### config.mk
export PLATFORM = sky130hd
export DESIGN_NAME = tepq_cell
export DESIGN_NICKNAME = d
export VERILOG_FILES = /design/src/hw/rtl/tepq_pkg.sv /design/src/hw/rtl/tepq_cell.sv
export SDC_FILE = /design/constraint.sdc
export NUM_CORES = 1
export LEC_CHECK = 0
export BUFFER_PORTS_ARGS = -buffer_cell sky130_fd_sc_hd__buf_2
export CAP_MARGIN = 25
export CORE_AREA = 3 3 194 196
export CTS_BUF_LIST = sky130_fd_sc_hd__clkbuf_2 sky130_fd_sc_hd__clkbuf_4 sky130_fd_sc_hd__clkbuf_8
export CTS_CLUSTER_DIAMETER = 150
export DETAILED_ROUTE_END_ITERATION = 10
export DIE_AREA = 0 0 197 199
export MAX_ROUTING_LAYER = met4
export PLACE_DENSITY = 0.54
export SETUP_SLACK_MARGIN = 0.3
export SYNTH_ARGS = -nofsm -noshare
export SYNTH_HDL_FRONTEND = slang
export SYNTH_SLANG_ARGS = --single-unit
### constraint.sdc
create_clock -name aclk -period 6.8 [get_ports aclk]
set_clock_uncertainty 0.2 [all_clocks]
set_input_delay 0.68 -clock aclk [delete_from_list [all_inputs] [get_ports aclk]]
set_output_delay 0.68 -clock aclk [all_outputs]
set_load 0.005 [all_outputs]
### src/hw/rtl/tepq_pkg.sv
// ----------------------------------------------------------------------------
// Timed event priority queue package
// Shared types and codes for the queue cells and the queue controller.
// ----------------------------------------------------------------------------
`default_nettype none

package tepq_pkg;

    localparam int TICK_W    = 64;
    localparam int PRIO_W    = 8;
    localparam int FIELD_ID_W = 8;
    localparam int FUNC_W    = 2;
    localparam int STATUS_W  = 2;
    localparam int FILL_W    = 7;
    localparam int S_TDATA_W = 88;
    localparam int M_TDATA_W = 96;

    typedef enum logic [FUNC_W-1:0] {
        FN_INSERT = 2'd0,
        FN_REMOVE = 2'd1,
        FN_POP    = 2'd2,
        FN_NOP    = 2'd3
    } func_t;

    typedef enum logic [STATUS_W-1:0] {
        ST_OK       = 2'd0,
        ST_FULL     = 2'd1,
        ST_NOTFOUND = 2'd2,
        ST_EMPTY    = 2'd3
    } status_t;

    typedef enum logic [1:0] {
        OP_HOLD,
        OP_INSERT,
        OP_POP
    } cell_op_t;

    typedef enum logic {
        S_IDLE,
        S_WAVE
    } state_t;

    typedef struct packed {
        logic [TICK_W-1:0]        tick;
        logic signed [PRIO_W-1:0] prio;
    } key_t;

    typedef struct packed {
        cell_op_t op;
        key_t     key;
    } cell_cmd_t;

    // remove search token moving from head to tail, one cell per cycle
    typedef struct packed {
        logic tok;
        logic found;
    } wave_t;

endpackage

`default_nettype wire

### src/hw/rtl/tepq_cell.sv
// ----------------------------------------------------------------------------
// Queue cell
// Holds one sorted entry; inserts, shifts with its neighbors and passes the
// remove search token toward the tail.
// ----------------------------------------------------------------------------
`default_nettype none

module tepq_cell
    import tepq_pkg::*;
#(
    parameter int ID_BITS = 8
) (
    input  wire logic               aclk,
    input  wire logic               aresetn,
    input  wire cell_cmd_t          cmd,
    input  wire logic [ID_BITS-1:0] new_id,
    input  wire logic [ID_BITS-1:0] rm_id,
    input  wire logic               occ,
    input  wire logic [ID_BITS-1:0] left_id,
    input  wire key_t               left_key,
    input  wire logic               left_le,
    input  wire logic [ID_BITS-1:0] right_id,
    input  wire key_t               right_key,
    input  wire wave_t              wave_in,
    input  wire logic [ID_BITS-1:0] wave_id_in,
    input  wire key_t               wave_key_in,
    output logic [ID_BITS-1:0]      id_o,
    output key_t                    key_o,
    output logic                    le_o,
    output wave_t                   wave_o,
    output logic [ID_BITS-1:0]      wave_id_o,
    output key_t                    wave_key_o
);

    logic [ID_BITS-1:0] id_reg, id_next;
    key_t               key_reg, key_next;
    wave_t              wave_reg, wave_next;
    logic [ID_BITS-1:0] wave_id_reg, wave_id_next;
    key_t               wave_key_reg, wave_key_next;
    logic               key_le;
    logic               match;

    assign key_le = (cmd.key.tick < key_reg.tick) ||
                    ((cmd.key.tick == key_reg.tick) && (cmd.key.prio <= key_reg.prio));
    assign le_o   = !occ || key_le;
    assign match  = occ && (id_reg == rm_id);

    always_comb begin
        id_next       = id_reg;
        key_next      = key_reg;
        wave_next.tok   = wave_in.tok;
        wave_next.found = wave_in.tok && (wave_in.found || match);
        wave_id_next  = wave_id_in;
        wave_key_next = wave_key_in;
        case (cmd.op)
            OP_INSERT: begin
                if (left_le) begin
                    id_next  = left_id;
                    key_next = left_key;
                end else if (le_o) begin
                    id_next  = new_id;
                    key_next = cmd.key;
                end
            end
            OP_POP: begin
                id_next  = right_id;
                key_next = right_key;
            end
            default: begin
            end
        endcase
        if (wave_in.tok && (wave_in.found || match)) begin
            id_next  = right_id;
            key_next = right_key;
            if (!wave_in.found) begin
                wave_id_next  = id_reg;
                wave_key_next = key_reg;
            end
        end
    end

    always_ff @(posedge aclk) begin
        if (!aresetn) begin
            wave_reg <= '0;
        end else begin
            wave_reg <= wave_next;
        end
    end

    always_ff @(posedge aclk) begin
        id_reg       <= id_next;
        key_reg      <= key_next;
        wave_id_reg  <= wave_id_next;
        wave_key_reg <= wave_key_next;
    end

    assign id_o       = id_reg;
    assign key_o      = key_reg;
    assign wave_o     = wave_reg;
    assign wave_id_o  = wave_id_reg;
    assign wave_key_o = wave_key_reg;

endmodule

`default_nettype wire

==> summary by stage <==
Run status
The flow ran to the end, and the final reports show no timing, DRC or antenna violations.

Power
Summing internal, switching and leakage power gives 2600 uW. The power per unit of standard cell area is 209 nW/um^2. The worst-case IR drop observed on VDD is 0.000138 V. In this run the static leakage power is 0.00622 uW.

Timing
After layout, the minimum clock period comes to 4220 ps. For the pin with the worst max-slew slack, the measured transition is 1040 ps. The post-route fraction of the period consumed by the critical path is 62.1%.

Derived from the worst setup path, the maximum achievable clock frequency is 237 MHz. The setup violation total in the final timing report is 0. Setup repair after global routing left no endpoint under its margin. After routing, the total negative slack on setup checks comes to 0 ps. In this run the tightest slew margin relative to its limit is 31.0%. The number of max-slew violations in the final report is 0.

The hold violation total from the final report was 0.

Routing
The remaining antenna violation count after routing is 0. The pre-antenna-repair detailed-routing pass consisted of 5 iterations. After detailed routing, the number of remaining DRC violations is 0. In the final routed layout, each cell accounts on average for 18.9 microns. Summed over all layers, the routed wires come to 33600 microns. The via count normalized by instance count is 4.40.

Summing over every cut layer, the via total after detailed routing is 7828. The initial DRC count is 232.

Synth
By count the netlist is led by sky130_fd_sc_hd__a21oi_1, sky130_fd_sc_hd__nor2_1, sky130_fd_sc_hd__dfxtp_1. The synthesized area per cell is 11.3 sq um. The library cell with the largest summed area after synthesis is sky130_fd_sc_hd__edfxtp_1. By area the synthesized netlist is led by sky130_fd_sc_hd__edfxtp_1, sky130_fd_sc_hd__dfxtp_1, sky130_fd_sc_hd__mux2_4.

The most repeated cell in the gate-level netlist after synthesis is sky130_fd_sc_hd__a21oi_1. For this run, the number of Yosys warnings is 0. The number of standard cells after synthesis is 804. The number of synthesized flops with an enable pin is 80. The dominant synthesized flop cell is sky130_fd_sc_hd__dfxtp_1.

The proportion of netlist area held by the largest area contributor is 26.6%. The post-synthesis net count is 1212. In the synthesized netlist the async set-or-reset flop fraction comes to 0%. The synthesized area is 9050 sq um. The netlist uses 40 different library cells.

The synthesis-stage register bit count is 162. For this run, the register share of the synthesized area comes to 44.7%.

Critical path
The path type of the worst setup path is register to output port. The depth of the worst register-to-register path is 12. The critical path required time is 5920 ps. Data arrives at the worst endpoint at 3340 ps.

The sort of element at the end of the critical path is an output port. Of all nets on the critical path, the largest fanout is 3. The startpoint identified for the worst register-to-register timing path is key_o[54]$_DFFE_PP_. The category of the worst setup path launch point is a register. The setup check on the worst reg-to-reg path leaves a slack of 2840 ps. The endpoint identified for the worst register-to-register timing path is key_o[58]$_DFFE_PP_.

Global route
The first global-routing pass estimated 47900 microns of wire. The remaining global-route overflow is 0. The pin count of the biggest net entering global routing is 75. The initial antenna violation count came to 3. The number of global-route vias before repair is 8039. Across every metal layer, demand over resource in global routing totals 17.0%.

Floorplanning
The floorplan die height is 199 microns. The total area inside the core boundary comes to 36300 sq um. The area of the die is 39200 sq um. The I/O pin total is 499. The width of the die is 197 microns. The number of rows in the core area is 70.

The starting utilization of the core area is 25.0%.

Clock network
The number of buffers on the longest clock path is 2. The post-cts repair resize count is 0. The number of clock sinks is 162. After clock tree synthesis, the clock-pin slew on the worst setup and hold paths is 110 ps. The number of buffers created by CTS is 17. Post-CTS timing repair inserted 0 buffers for setup.

The CTS tree is done. The buffer cell driving the clock tree root is sky130_fd_sc_hd__clkbuf_8. Hold repair after CTS inserted 0 buffers. The H-tree depth reported by CTS is 4. The latest clock arrival within the worst-skew pair is 500 ps.

Placement
The weighted congestion at the end of routability-driven global placement is 0.849. After legalization and detailed placement, the total HPWL measured 27100 microns. The placed cell count is 1743. The number of buffers inserted by port buffering is 498.

Layout
The fraction of layout cells with a size suffix above 1 is 47.6%. For this run, the share of the core covered by cells in the final layout is 34.2%. The post-synthesis to final-layout area growth is 37.2%. The layout has 3775 filler cells. Leaving out filler cells and counting taps, the final layout contains 1778. The number of nets in the layout is 1702.

Worst hold path
Counting instances, the worst hold path has a depth of 2. The worst hold path class is primary input to register. The worst hold path terminates at wave_key_o[50]$_DFF_P_.

The startpoint identified for the worst hold timing path is wave_key_in[50].

Flow run
The number of max-capacitance violations reported is 0.
cells by family after synthesis:
kind of cell,share of synthesized area [%]
multiplexers,22.1
AO/OA/AOI/OAI,8.17
AND/OR/NAND/NOR,7.90
flip-flops,44.7
XOR/XNOR,0.774
buffers and inverters,6.38
adder cells (fa/ha/maj),9.96
per-stage QoR:
stage	cell area, sq um	hold slack (ps)	worst slack (ps)
final	12400	197	2580
after global placement	11900	317	1590
after floorplan	9050	329	1760
after detailed placement	11900	329	2300
after global routing	12400	131	2230
after CTS	12400	131	2520
registers in the layout (all words and copies together) (netlist names):
register / count
key_o: 72
wave_key_o: 72
id_o: 8
wave_id_o: 8
wave_o: 2
per-layer routing:
layer / share of wire [%] / track usage [%] / vias to the layer above / wire (microns)
li1: - / - / 3849 / -
met1: 42 / 19.5 / 3645 / 14200
met2: 50 / 29.4 / 310 / 16800
met3: 6.3 / 4.74 / 24 / 2120
met4: 1.4 / 4.54 / 0 / 484
met5: 0 / - / - / 0
cell usage in the layout (no fill, tap or decap), types with 2 or more instances in the layout:
cell type / netlist / routed
sky130_fd_sc_hd__clkinv_2: 0 / 2
sky130_fd_sc_hd__xnor2_1: 7 / 7
sky130_fd_sc_hd__clkbuf_8: 0 / 20
sky130_fd_sc_hd__inv_1: 76 / 76
sky130_fd_sc_hd__and4_1: 3 / 3
sky130_fd_sc_hd__nand4_1: 16 / 16
sky130_fd_sc_hd__bufinv_16: 0 / 4
sky130_fd_sc_hd__a41oi_1: 2 / 2
sky130_fd_sc_hd__a221oi_1: 3 / 3
sky130_fd_sc_hd__dfxtp_1: 82 / 82
sky130_fd_sc_hd__o211ai_1: 4 / 4
sky130_fd_sc_hd__and3_1: 2 / 2
sky130_fd_sc_hd__a21oi_1: 104 / 104
sky130_fd_sc_hd__a21o_1: 2 / 2
sky130_fd_sc_hd__o21ai_0: 11 / 11
sky130_fd_sc_hd__diode_2: 0 / 3
sky130_fd_sc_hd__buf_4: 2 / 6
sky130_fd_sc_hd__nor2b_1: 4 / 4
sky130_fd_sc_hd__mux2_4: 80 / 80
sky130_fd_sc_hd__nor4_1: 2 / 2
sky130_fd_sc_hd__nand2_1: 20 / 20
sky130_fd_sc_hd__nor3_1: 4 / 4
sky130_fd_sc_hd__a211oi_1: 4 / 4
sky130_fd_sc_hd__clkinvlp_4: 0 / 2
sky130_fd_sc_hd__nand3_1: 9 / 9
sky130_fd_sc_hd__edfxtp_1: 80 / 80
sky130_fd_sc_hd__mux2i_1: 80 / 80
sky130_fd_sc_hd__nor2_1: 90 / 90
sky130_fd_sc_hd__ha_1: 72 / 72
sky130_fd_sc_hd__buf_2: 12 / 498
sky130_fd_sc_hd__clkinv_4: 0 / 4
power breakdown:
part | internal [uW] | switching, uW
Combinational | 277 | 289
Sequential | 1130 | 64.7
Clock | 430 | 407
Total | 1840 | 761
critical path, cell delays in order (launching register included):
cell and delay (ps):
sky130_fd_sc_hd__edfxtp_1 440, sky130_fd_sc_hd__inv_1 60, sky130_fd_sc_hd__ha_1 270, sky130_fd_sc_hd__nand4_1 170, sky130_fd_sc_hd__nor4_1 680, sky130_fd_sc_hd__nand2_1 140, sky130_fd_sc_hd__o211ai_1 230, sky130_fd_sc_hd__a211oi_1 190
sky130_fd_sc_hd__o21ai_0 390, sky130_fd_sc_hd__nand2_1 80, sky130_fd_sc_hd__buf_2 180
how the worst max path moves through the flow:
stage / from / endpoint / cells after the start
global route: key_o[32]$_DFFE_PP_ / le_o / 10
detailed placement: cmd[54] / key_o[53]$_DFFE_PP_ / 12
floorplan: cmd[9] / id_o[0]$_DFFE_PP_ / 8
global placement: cmd[54] / key_o[53]$_DFFE_PP_ / 10
CTS: key_o[35]$_DFFE_PP_ / le_o / 10
finish: key_o[32]$_DFFE_PP_ / le_o / 10
area by class of cell:
| cell class | instances | area, sq um | area share [%] |
|---|---|---|---|
| antenna | 3 | 7.51 | 0.0605 |
| clock buffer | 20 | 275 | 2.22 |
| clock inverter | 12 | 180 | 1.45 |
| inverter | 76 | 285 | 2.30 |
| multi-input combinational | 531 | 4460 | 35.9 |
| sequential | 162 | 4040 | 32.6 |
| tap | 468 | 586 | 4.72 |
| timing repair buffer | 506 | 2580 | 20.8 |
No activity file was read; power rests on OpenSTA's default activity.
